File: src/design/swr_pkg.sv
// ----------------------------------------------------------------------------
// swr_pkg
// Shared sizes, request codes and internal bundles of the value-removal stack.
// ----------------------------------------------------------------------------
package swr_pkg;

  localparam int DEPTH   = 16;
  localparam int IDX_W   = (DEPTH > 1) ? $clog2(DEPTH) : 1;
  localparam int CNT_W   = $clog2(DEPTH + 1);
  localparam int WIDE_W  = CNT_W + 1;
  localparam int DATA_W  = 32;
  localparam int COUNT_W = 5;

  localparam logic [1:0] MODE_PUSH   = 2'd0;
  localparam logic [1:0] MODE_PEEK   = 2'd1;
  localparam logic [1:0] MODE_POP    = 2'd2;
  localparam logic [1:0] MODE_REMOVE = 2'd3;

  // one write and one read access to the entry store per cycle
  typedef struct packed {
    logic              we;
    logic [IDX_W-1:0]  waddr;
    logic [DATA_W-1:0] wdata;
    logic              re;
    logic [IDX_W-1:0]  raddr;
  } ram_req_t;

  typedef struct packed {
    logic                      ok;
    logic signed [DATA_W-1:0]  data_out;
    logic        [COUNT_W-1:0] count;
  } result_t;

endpackage

File: src/design/swr_req_if.sv
// ----------------------------------------------------------------------------
// swr_req_if
// Request channel: valid/ready handshake carrying mode and value.
// ----------------------------------------------------------------------------
interface swr_req_if;
  logic               valid;
  logic               ready;
  logic [1:0]         mode;
  logic signed [31:0] value;

  modport source (output valid, output mode, output value, input ready);
  modport sink   (input valid, input mode, input value, output ready);
endinterface

File: src/design/swr_rsp_if.sv
// ----------------------------------------------------------------------------
// swr_rsp_if
// Result channel: valid/ready handshake carrying ok, data_out and count.
// ----------------------------------------------------------------------------
interface swr_rsp_if;
  logic               valid;
  logic               ready;
  logic               ok;
  logic signed [31:0] data_out;
  logic [4:0]         count;

  modport source (output valid, output ok, output data_out, output count, input ready);
  modport sink   (input valid, input ok, input data_out, input count, output ready);
endinterface

File: src/design/stack_with_remove_by_value_core.sv
// ----------------------------------------------------------------------------
// stack_with_remove_by_value_core
// Bounded LIFO stack of signed 32-bit values with removal of the topmost match.
// ----------------------------------------------------------------------------
// One request is taken at a time and answered with one result. A push
// writes the new entry in IDLE; a peek or pop reads the top entry, whose
// data is taken from the store in RD_WAIT. A removal examines entries from
// the top down to the match (all held entries on a miss), then slides each
// entry above the match down one place. The sequencer uses the single read
// port of the entry store one entry per cycle. A result waits in an output
// register, so the next request is taken while it is pending.
module stack_with_remove_by_value_core
  import swr_pkg::*;
(
  input  logic      clk,
  input  logic      rst,
  swr_req_if.sink   req,
  swr_rsp_if.source rsp
);

  ram_req_t          ram;
  logic [DATA_W-1:0] rdata;
  logic              res_valid;
  logic              res_ready;
  result_t           res;
  logic              out_valid;
  result_t           out_res;

  swr_ram u_ram (
    .clk   (clk),
    .req   (ram),
    .rdata (rdata)
  );

  swr_ctrl u_ctrl (
    .clk       (clk),
    .rst       (rst),
    .req       (req),
    .ram       (ram),
    .rdata     (rdata),
    .res_valid (res_valid),
    .res_ready (res_ready),
    .res       (res)
  );

  // load the output register when it is empty or drains this cycle
  assign res_ready = !out_valid || rsp.ready;

  always_ff @(posedge clk) begin
    if (rst) begin
      out_valid <= 1'b0;
    end else if (res_valid && res_ready) begin
      out_valid <= 1'b1;
    end else if (rsp.ready) begin
      out_valid <= 1'b0;
    end
  end

  always_ff @(posedge clk) begin
    if (res_valid && res_ready) begin
      out_res <= res;
    end
  end

  assign rsp.valid    = out_valid;
  assign rsp.ok       = out_res.ok;
  assign rsp.data_out = out_res.data_out;
  assign rsp.count    = out_res.count;

endmodule

File: src/design/swr_ram.sv
// ----------------------------------------------------------------------------
// swr_ram
// Entry store: one write port and one read port, read data registered.
// ----------------------------------------------------------------------------
module swr_ram
  import swr_pkg::*;
(
  input  logic              clk,
  input  ram_req_t          req,
  output logic [DATA_W-1:0] rdata
);

  logic [DATA_W-1:0] mem [DEPTH];

  always_ff @(posedge clk) begin
    if (req.we) begin
      mem[req.waddr] <= req.wdata;
    end
  end

  always_ff @(posedge clk) begin
    if (req.re) begin
      rdata <= mem[req.raddr];
    end
  end

endmodule

File: src/design/swr_ctrl.sv
// ----------------------------------------------------------------------------
// swr_ctrl
// Request sequencer: drives the entry store with one write and one read access
// a cycle, walks down from the top for a match and closes the gap one entry a cycle.
// ----------------------------------------------------------------------------
module swr_ctrl
  import swr_pkg::*;
(
  input  logic              clk,
  input  logic              rst,
  swr_req_if.sink           req,
  output ram_req_t          ram,
  input  logic [DATA_W-1:0] rdata,
  output logic              res_valid,
  input  logic              res_ready,
  output result_t           res
);

  typedef enum logic [2:0] {IDLE, RD_WAIT, SRCH, SHIFT, DONE} state_t;

  state_t             state;
  logic [1:0]         mode;
  logic [DATA_W-1:0]  value;
  logic [IDX_W-1:0]   pos;
  logic [CNT_W-1:0]   fill;
  logic               ok;
  logic [DATA_W-1:0]  data;

  logic [WIDE_W-1:0]  pos_w;
  logic [WIDE_W-1:0]  fill_w;
  logic               above1;
  logic               above2;
  logic               hit;
  logic               full;

  assign pos_w  = WIDE_W'(pos);
  assign fill_w = WIDE_W'(fill);
  assign above1 = (pos_w + WIDE_W'(1)) < fill_w;
  assign above2 = (pos_w + WIDE_W'(2)) < fill_w;
  assign hit    = (rdata == value);
  assign full   = (fill >= CNT_W'(DEPTH));

  assign req.ready = (state == IDLE);
  assign res_valid = (state == DONE);
  assign res.ok       = ok;
  assign res.data_out = $signed(data);
  assign res.count    = COUNT_W'(fill);

  always_comb begin
    ram = '0;
    case (state)
      IDLE: begin
        if (req.valid) begin
          case (req.mode)
            MODE_PUSH: begin
              ram.we    = !full;
              ram.waddr = IDX_W'(fill);
              ram.wdata = $unsigned(req.value);
            end
            default: begin
              ram.re    = (fill != '0);
              ram.raddr = IDX_W'(fill - CNT_W'(1));
            end
          endcase
        end
      end
      SRCH: begin
        if (hit) begin
          ram.re    = above1;
          ram.raddr = IDX_W'(pos_w + WIDE_W'(1));
        end else begin
          ram.re    = (pos != '0);
          ram.raddr = pos - IDX_W'(1);
        end
      end
      SHIFT: begin
        // move the entry above down into the gap, fetch the next one
        ram.we    = 1'b1;
        ram.waddr = pos;
        ram.wdata = rdata;
        ram.re    = above2;
        ram.raddr = IDX_W'(pos_w + WIDE_W'(2));
      end
      default: begin
      end
    endcase
  end

  always_ff @(posedge clk) begin
    if (rst) begin
      state <= IDLE;
      fill  <= '0;
    end else begin
      case (state)
        IDLE: begin
          if (req.valid) begin
            mode  <= req.mode;
            value <= $unsigned(req.value);
            ok    <= 1'b0;
            data  <= '0;
            case (req.mode)
              MODE_PUSH: begin
                if (!full) begin
                  fill <= fill + CNT_W'(1);
                  ok   <= 1'b1;
                end
                state <= DONE;
              end
              MODE_PEEK, MODE_POP: begin
                state <= (fill != '0) ? RD_WAIT : DONE;
              end
              default: begin
                pos   <= IDX_W'(fill - CNT_W'(1));
                state <= (fill != '0) ? SRCH : DONE;
              end
            endcase
          end
        end
        RD_WAIT: begin
          data <= rdata;
          ok   <= 1'b1;
          if (mode == MODE_POP) begin
            fill <= fill - CNT_W'(1);
          end
          state <= DONE;
        end
        SRCH: begin
          if (hit) begin
            if (above1) begin
              state <= SHIFT;
            end else begin
              fill  <= fill - CNT_W'(1);
              ok    <= 1'b1;
              state <= DONE;
            end
          end else if (pos == '0) begin
            state <= DONE;
          end else begin
            pos <= pos - IDX_W'(1);
          end
        end
        SHIFT: begin
          pos <= pos + IDX_W'(1);
          if (!above2) begin
            fill  <= fill - CNT_W'(1);
            ok    <= 1'b1;
            state <= DONE;
          end
        end
        DONE: begin
          if (res_ready) begin
            state <= IDLE;
          end
        end
        default: begin
          state <= IDLE;
        end
      endcase
    end
  end

  a_fill_bound: assert property (@(posedge clk) disable iff (rst)
    fill <= CNT_W'(DEPTH))
    else $error("entry count beyond depth");

  a_push_grows: assert property (@(posedge clk) disable iff (rst)
    (state == IDLE && req.valid && req.mode == MODE_PUSH && !full)
    |=> (fill == $past(fill) + CNT_W'(1)))
    else $error("accepted push did not grow the stack");

  a_search_in_range: assert property (@(posedge clk) disable iff (rst)
    (state == SRCH) |-> (pos_w < fill_w))
    else $error("search position outside stored entries");

  a_shift_in_range: assert property (@(posedge clk) disable iff (rst)
    (state == SHIFT) |-> above1)
    else $error("shift reads beyond the top");

  a_data_needs_ok: assert property (@(posedge clk) disable iff (rst)
    (state == DONE && data != '0) |-> ok)
    else $error("data returned on a failed request");

endmodule
File: src/flat_wrapper.sv
// flat-port wrapper written by rule: the top's interface ports become plain ports
module stack_with_remove_by_value_core_flat import swr_pkg::*;
  (clk, rst, req_valid, req_mode, req_value, req_ready, rsp_valid, rsp_ok, rsp_data_out, rsp_count, rsp_ready);
  swr_req_if req_i ();
  swr_rsp_if rsp_i ();
  input  logic clk;
  input  logic rst;
  input wire logic [$bits(req_i.valid)-1:0] req_valid;
  input wire logic [$bits(req_i.mode)-1:0] req_mode;
  input wire logic [$bits(req_i.value)-1:0] req_value;
  output wire logic [$bits(req_i.ready)-1:0] req_ready;
  output wire logic [$bits(rsp_i.valid)-1:0] rsp_valid;
  output wire logic [$bits(rsp_i.ok)-1:0] rsp_ok;
  output wire logic [$bits(rsp_i.data_out)-1:0] rsp_data_out;
  output wire logic [$bits(rsp_i.count)-1:0] rsp_count;
  input wire logic [$bits(rsp_i.ready)-1:0] rsp_ready;
  assign req_i.valid = req_valid;
  assign req_i.mode = req_mode;
  assign req_i.value = req_value;
  assign req_ready = req_i.ready;
  assign rsp_valid = rsp_i.valid;
  assign rsp_ok = rsp_i.ok;
  assign rsp_data_out = rsp_i.data_out;
  assign rsp_count = rsp_i.count;
  assign rsp_i.ready = rsp_ready;
  stack_with_remove_by_value_core u_core (.clk(clk), .rst(rst), .req(req_i), .rsp(rsp_i));
endmodule
File: config.mk
export PLATFORM = sky130hd
export DESIGN_NAME = stack_with_remove_by_value_core_flat
export DESIGN_NICKNAME = d
export VERILOG_FILES = /design/src/design/swr_pkg.sv /design/src/design/swr_req_if.sv /design/src/design/swr_rsp_if.sv /design/src/design/stack_with_remove_by_value_core.sv /design/src/design/swr_ram.sv /design/src/design/swr_ctrl.sv /design/src/flat_wrapper.sv
export SDC_FILE = /design/constraint.sdc
export NUM_CORES = 1
export LEC_CHECK = 0
export BUFFER_PORTS_ARGS = -buffer_cell sky130_fd_sc_hd__buf_2
export CAP_MARGIN = 20
export CELL_PAD_IN_SITES_DETAIL_PLACEMENT = 0
export CELL_PAD_IN_SITES_GLOBAL_PLACEMENT = 2
export CORE_ASPECT_RATIO = 2
export CORE_MARGIN = 4
export CORE_UTILIZATION = 45
export DETAILED_ROUTE_END_ITERATION = 10
export MAX_ROUTING_LAYER = met4
export PLACE_DENSITY_LB_ADDON = 0.1
export SLEW_MARGIN = 40
export SYNTH_ARGS = -nofsm -noshare
export SYNTH_HDL_FRONTEND = slang
export SYNTH_SLANG_ARGS = --single-unit
File: constraint.sdc
create_clock -name clk -period 6.5 [get_ports clk]
set_input_delay 0.975 -clock clk [delete_from_list [all_inputs] [get_ports clk]]
set_output_delay 0.975 -clock clk [all_outputs]
set_load 0.05 [all_outputs]
==> results.md <==
* Status: completed
* First-pass GRT wire length at 101 mm
* Required time worst endpoint at 6.83 ns
* Most used cell, CP: buf_4
* Maximum vdd drop at 0.000197 V
* Gate Count Post-Synth at 1,506
* Slew Viols, Final at 0
* H-tree level count at 2
* Cts bufs inserted at 57
* Die Ht at 355 um
* Mapped Nets at 1,561
* Worst EP arrival at 4.81 ns
* Cell variety after synth at 67
* Non-Filler Instances at 2,431
* Largest net degree at the start of global routing at 66
* Die Footprint at 64,400 um^2
* Root buffer cell: clkbuf_16
* DRC marker count from the first detailed-route iteration at 1,075
* Synthesized cell area at 27,100 um^2
* Final core occ at 0.510
* Clock-pin slew on the worst setup and hold paths at 0.07 ns
* Worst-case reg-to-reg path depth at 9
* Max transition margin at 0.432
* Grt ovf at 0
* RePlAce Congestion at 0.833
* Worst Hold Path EP: u_core.rsp.data_out[6]
* Post-cts resize count at 0
* # Post-CTS Setup Buffers at 0
* GRT Total Usage at 0.221
* Filler cells at 4,986
* Delay-heaviest family, CP: simple AND/OR/NAND/NOR gates
* Yosys reg bits at 662
* NumNets Final at 1,670
* Clock buffer depth at 3
* Vias per cell at 5.72
* Mean post-synth cell area at 18.0 um^2
* Post-synthesis sequential area ratio at 0.731
* Final hold viol count at 0
* WS Path Type: flip-flop to flip-flop
* Post-CTS Hold Buffers at 0
* PD cells at 294 nW/um^2
* Number of clock sinks at 662
* Final ANT Viol Nets at 0
* DP HPWL at 43.1 mm
* CTS tree: done
* Die Width at 181 um
* Worst Setup Start Kind: flip-flop
* CP endpoint kind: flip-flop
* Crit-path cells: nor2b_1, and2_2, buf_4, a21oi_1, nand3_4, buf_4, mux4_2, mux2i_1, o211ai_1
* Reg2reg setup slack at 2.02 ns
* CP peak stage delay at 0.70 ns
* Max_cap viols at 0
* Pin slew with the least headroom to its limit at 0.850 ns
* FMAX at 0.223 GHz
* Initial Util at 0.453
* RSZ-0062 raised after global routing: false
* Pre-CTS WS at 2.06 ns
* CP Max Fanout at 37
* Power, Total at 8.96 mW
* Ys flop type: edfxtp_1
* Port bufs at 77
* FP Rows at 127
* Async set or reset register ratio after synthesis at 0
* Final period util at 0.689
* IO Count at 78
* WP buf/inv at 2
* Synth warn at 0
* Layout area overhead at 12.6%
* Initial antenna violation count at 2
* Crit path max-delay cell type: and2_2
* Number of global-route vias before repair at 14,342
* Post-synth EDFFs at 653
* Setup TNS at 0 ns
* Post-DR wirelength/cell at 28.8 um
* Skew final at 0.0117 ns
* PnR worst setup slack at 2.02 ns
* Core area at 59,700 um^2
* Worst hold path class: flip-flop to flip-flop
* Via count at 13,916
* Crit path time final at 4.48 ns
* Ratio of cells with drive above 1 in the final layout at 0.182
* Routed wire length at 70.1 mm
* Drt drc at 0
* DRT Pass-1 Iters at 5
* Hold Path Depth at 0
* Leak at 10.9 nW
* Min-delay src: u_core.u_ctrl.data[6]
* Setup violators final at 0
* Clock latency on the worst-skew pair at 0.61 ns
* FF-to-FF Start: u_core.u_ctrl.state[1]
* Crit Reg-Reg Endpoint: u_core.u_ram.rdata[10]
* Placed insts at 2,328
-- flip-flops by register name (all words and copies together) (netlist names), 4 cells and up --
signal / flops
u_core.u_ram.mem: 512
u_core.rsp.data_out: 32
u_core.u_ctrl.data: 32
u_core.u_ctrl.value: 32
u_core.u_ram.rdata: 32
u_core.rsp.count: 5
u_core.u_ctrl.fill: 5
u_core.u_ctrl.pos: 4
-- cell usage after synthesis (18+ instances only) --
cell      instances  share of area
edfxtp_1        653           0.72
mux2i_1         311           0.11
nor2_1           39         0.0054
xor2_1           38          0.012
nand2_1          37         0.0051
buf_2            34         0.0063
and2_1           33         0.0076
a22o_1           32          0.010
mux4_2           32          0.027
clkbuf_1         22         0.0030
nand3_1          22         0.0041
o211ai_1         21         0.0058
or4b_1           18         0.0067
-- per-layer routing --
layer / global-route usage / share of wire
met4: 0.0721 / 0.034
met5: - / 0
met2: 0.397 / 0.54
met3: 0.0280 / 0.046
met1: 0.256 / 0.38
-- kinds of logic after synthesis --
logic type | after synthesis | share of synthesized area
adders and majority gates | 17 | 0.00785
buffers and inverters | 90 | 0.0170
muxes | 366 | 0.152
DFF | 662 | 0.731
xor gates and xnor gates | 43 | 0.0139
and+or+nand+nor | 208 | 0.0448
AOI/OAI and AO/OA | 120 | 0.0333
-- final cells by class --
type	count	area [um^2]	area share
Multi-Input combinational cell	754	7030	0.231
Timing Repair Buffer	127	933	0.0306
Antenna cell	1	2.50	0.0000821
Inverter	13	48.8	0.00160
Clock buffer	66	1480	0.0486
Tap cell	774	968	0.0318
Clock inverter	34	224	0.00735
Sequential cell	662	19800	0.649
-- worst max-delay path by stage --
stage | endpoint | start | depth (start not counted) | slack [ns]
2_1_floorplan | u_core.u_ram.mem[14][0] | req_mode[0] | 7 | 2.50
3_3_place_gp | u_core.u_ram.rdata[18] | req_mode[0] | 11 | 1.92
5_1_grt | u_core.u_ram.rdata[10] | u_core.u_ctrl.state[1] | 9 | 1.82
3_5_place_dp | u_core.u_ram.rdata[10] | u_core.u_ctrl.state[1] | 9 | 2.06
4_1_cts | u_core.u_ram.rdata[10] | u_core.u_ram.rdata[12] | 9 | 2.05
6_report | u_core.u_ram.rdata[10] | u_core.u_ctrl.state[1] | 9 | 2.02
-- power by group --
| group | leakage [nW] | switching [mW] | total, mW | internal, mW |
|---|---|---|---|---|
| Combinational | 4.02 | 0.582 | 0.951 | 0.369 |
| Clock | 0.845 | 1.51 | 3.21 | 1.70 |
| Sequential | 6.00 | 0.0376 | 4.79 | 4.76 |
| Total | 10.9 | 2.13 | 8.96 | 6.83 |
-- metrics by stage --
stage                     hold WS (ns)  cell area (um^2)
after floorplan                  0.400             27100
after global placement           0.401             28500
after detailed placement         0.405             28700
after CTS                        0.418             30400
after global routing             0.428             30500
final                            0.419             30500
-- layout by cell type, fill, tap and decap left out, types with 5 or more instances in the layout --
cell / Yosys / layout
buf_4: 12 / 35
nor2_1: 39 / 20
or4b_1: 18 / 18
nand3_1: 22 / 21
mux4_2: 32 / 32
nand4_1: 7 / 7
dfxtp_1: 9 / 9
nor4_1: 7 / 5
clkbuf_1: 22 / 8
clkinv_1: 0 / 14
buf_8: 0 / 6
and3_1: 8 / 7
ha_1: 17 / 17
clkbuf_16: 0 / 58
inv_1: 13 / 13
and2_1: 33 / 33
a21oi_1: 14 / 14
nand2_1: 37 / 37
xor2_1: 38 / 38
buf_2: 34 / 77
nor4_2: 3 / 5
nor2_4: 0 / 18
xnor2_1: 5 / 5
buf_12: 1 / 7
clkinv_2: 0 / 14
mux2_4: 9 / 9
edfxtp_1: 653 / 653
mux2i_1: 311 / 311
o21a_1: 5 / 5
o211ai_1: 21 / 21
o221ai_1: 5 / 5
a22o_1: 32 / 32
o21ai_0: 8 / 8
mux2_2: 13 / 13
Note: power is estimated with default switching activity, not from simulation.
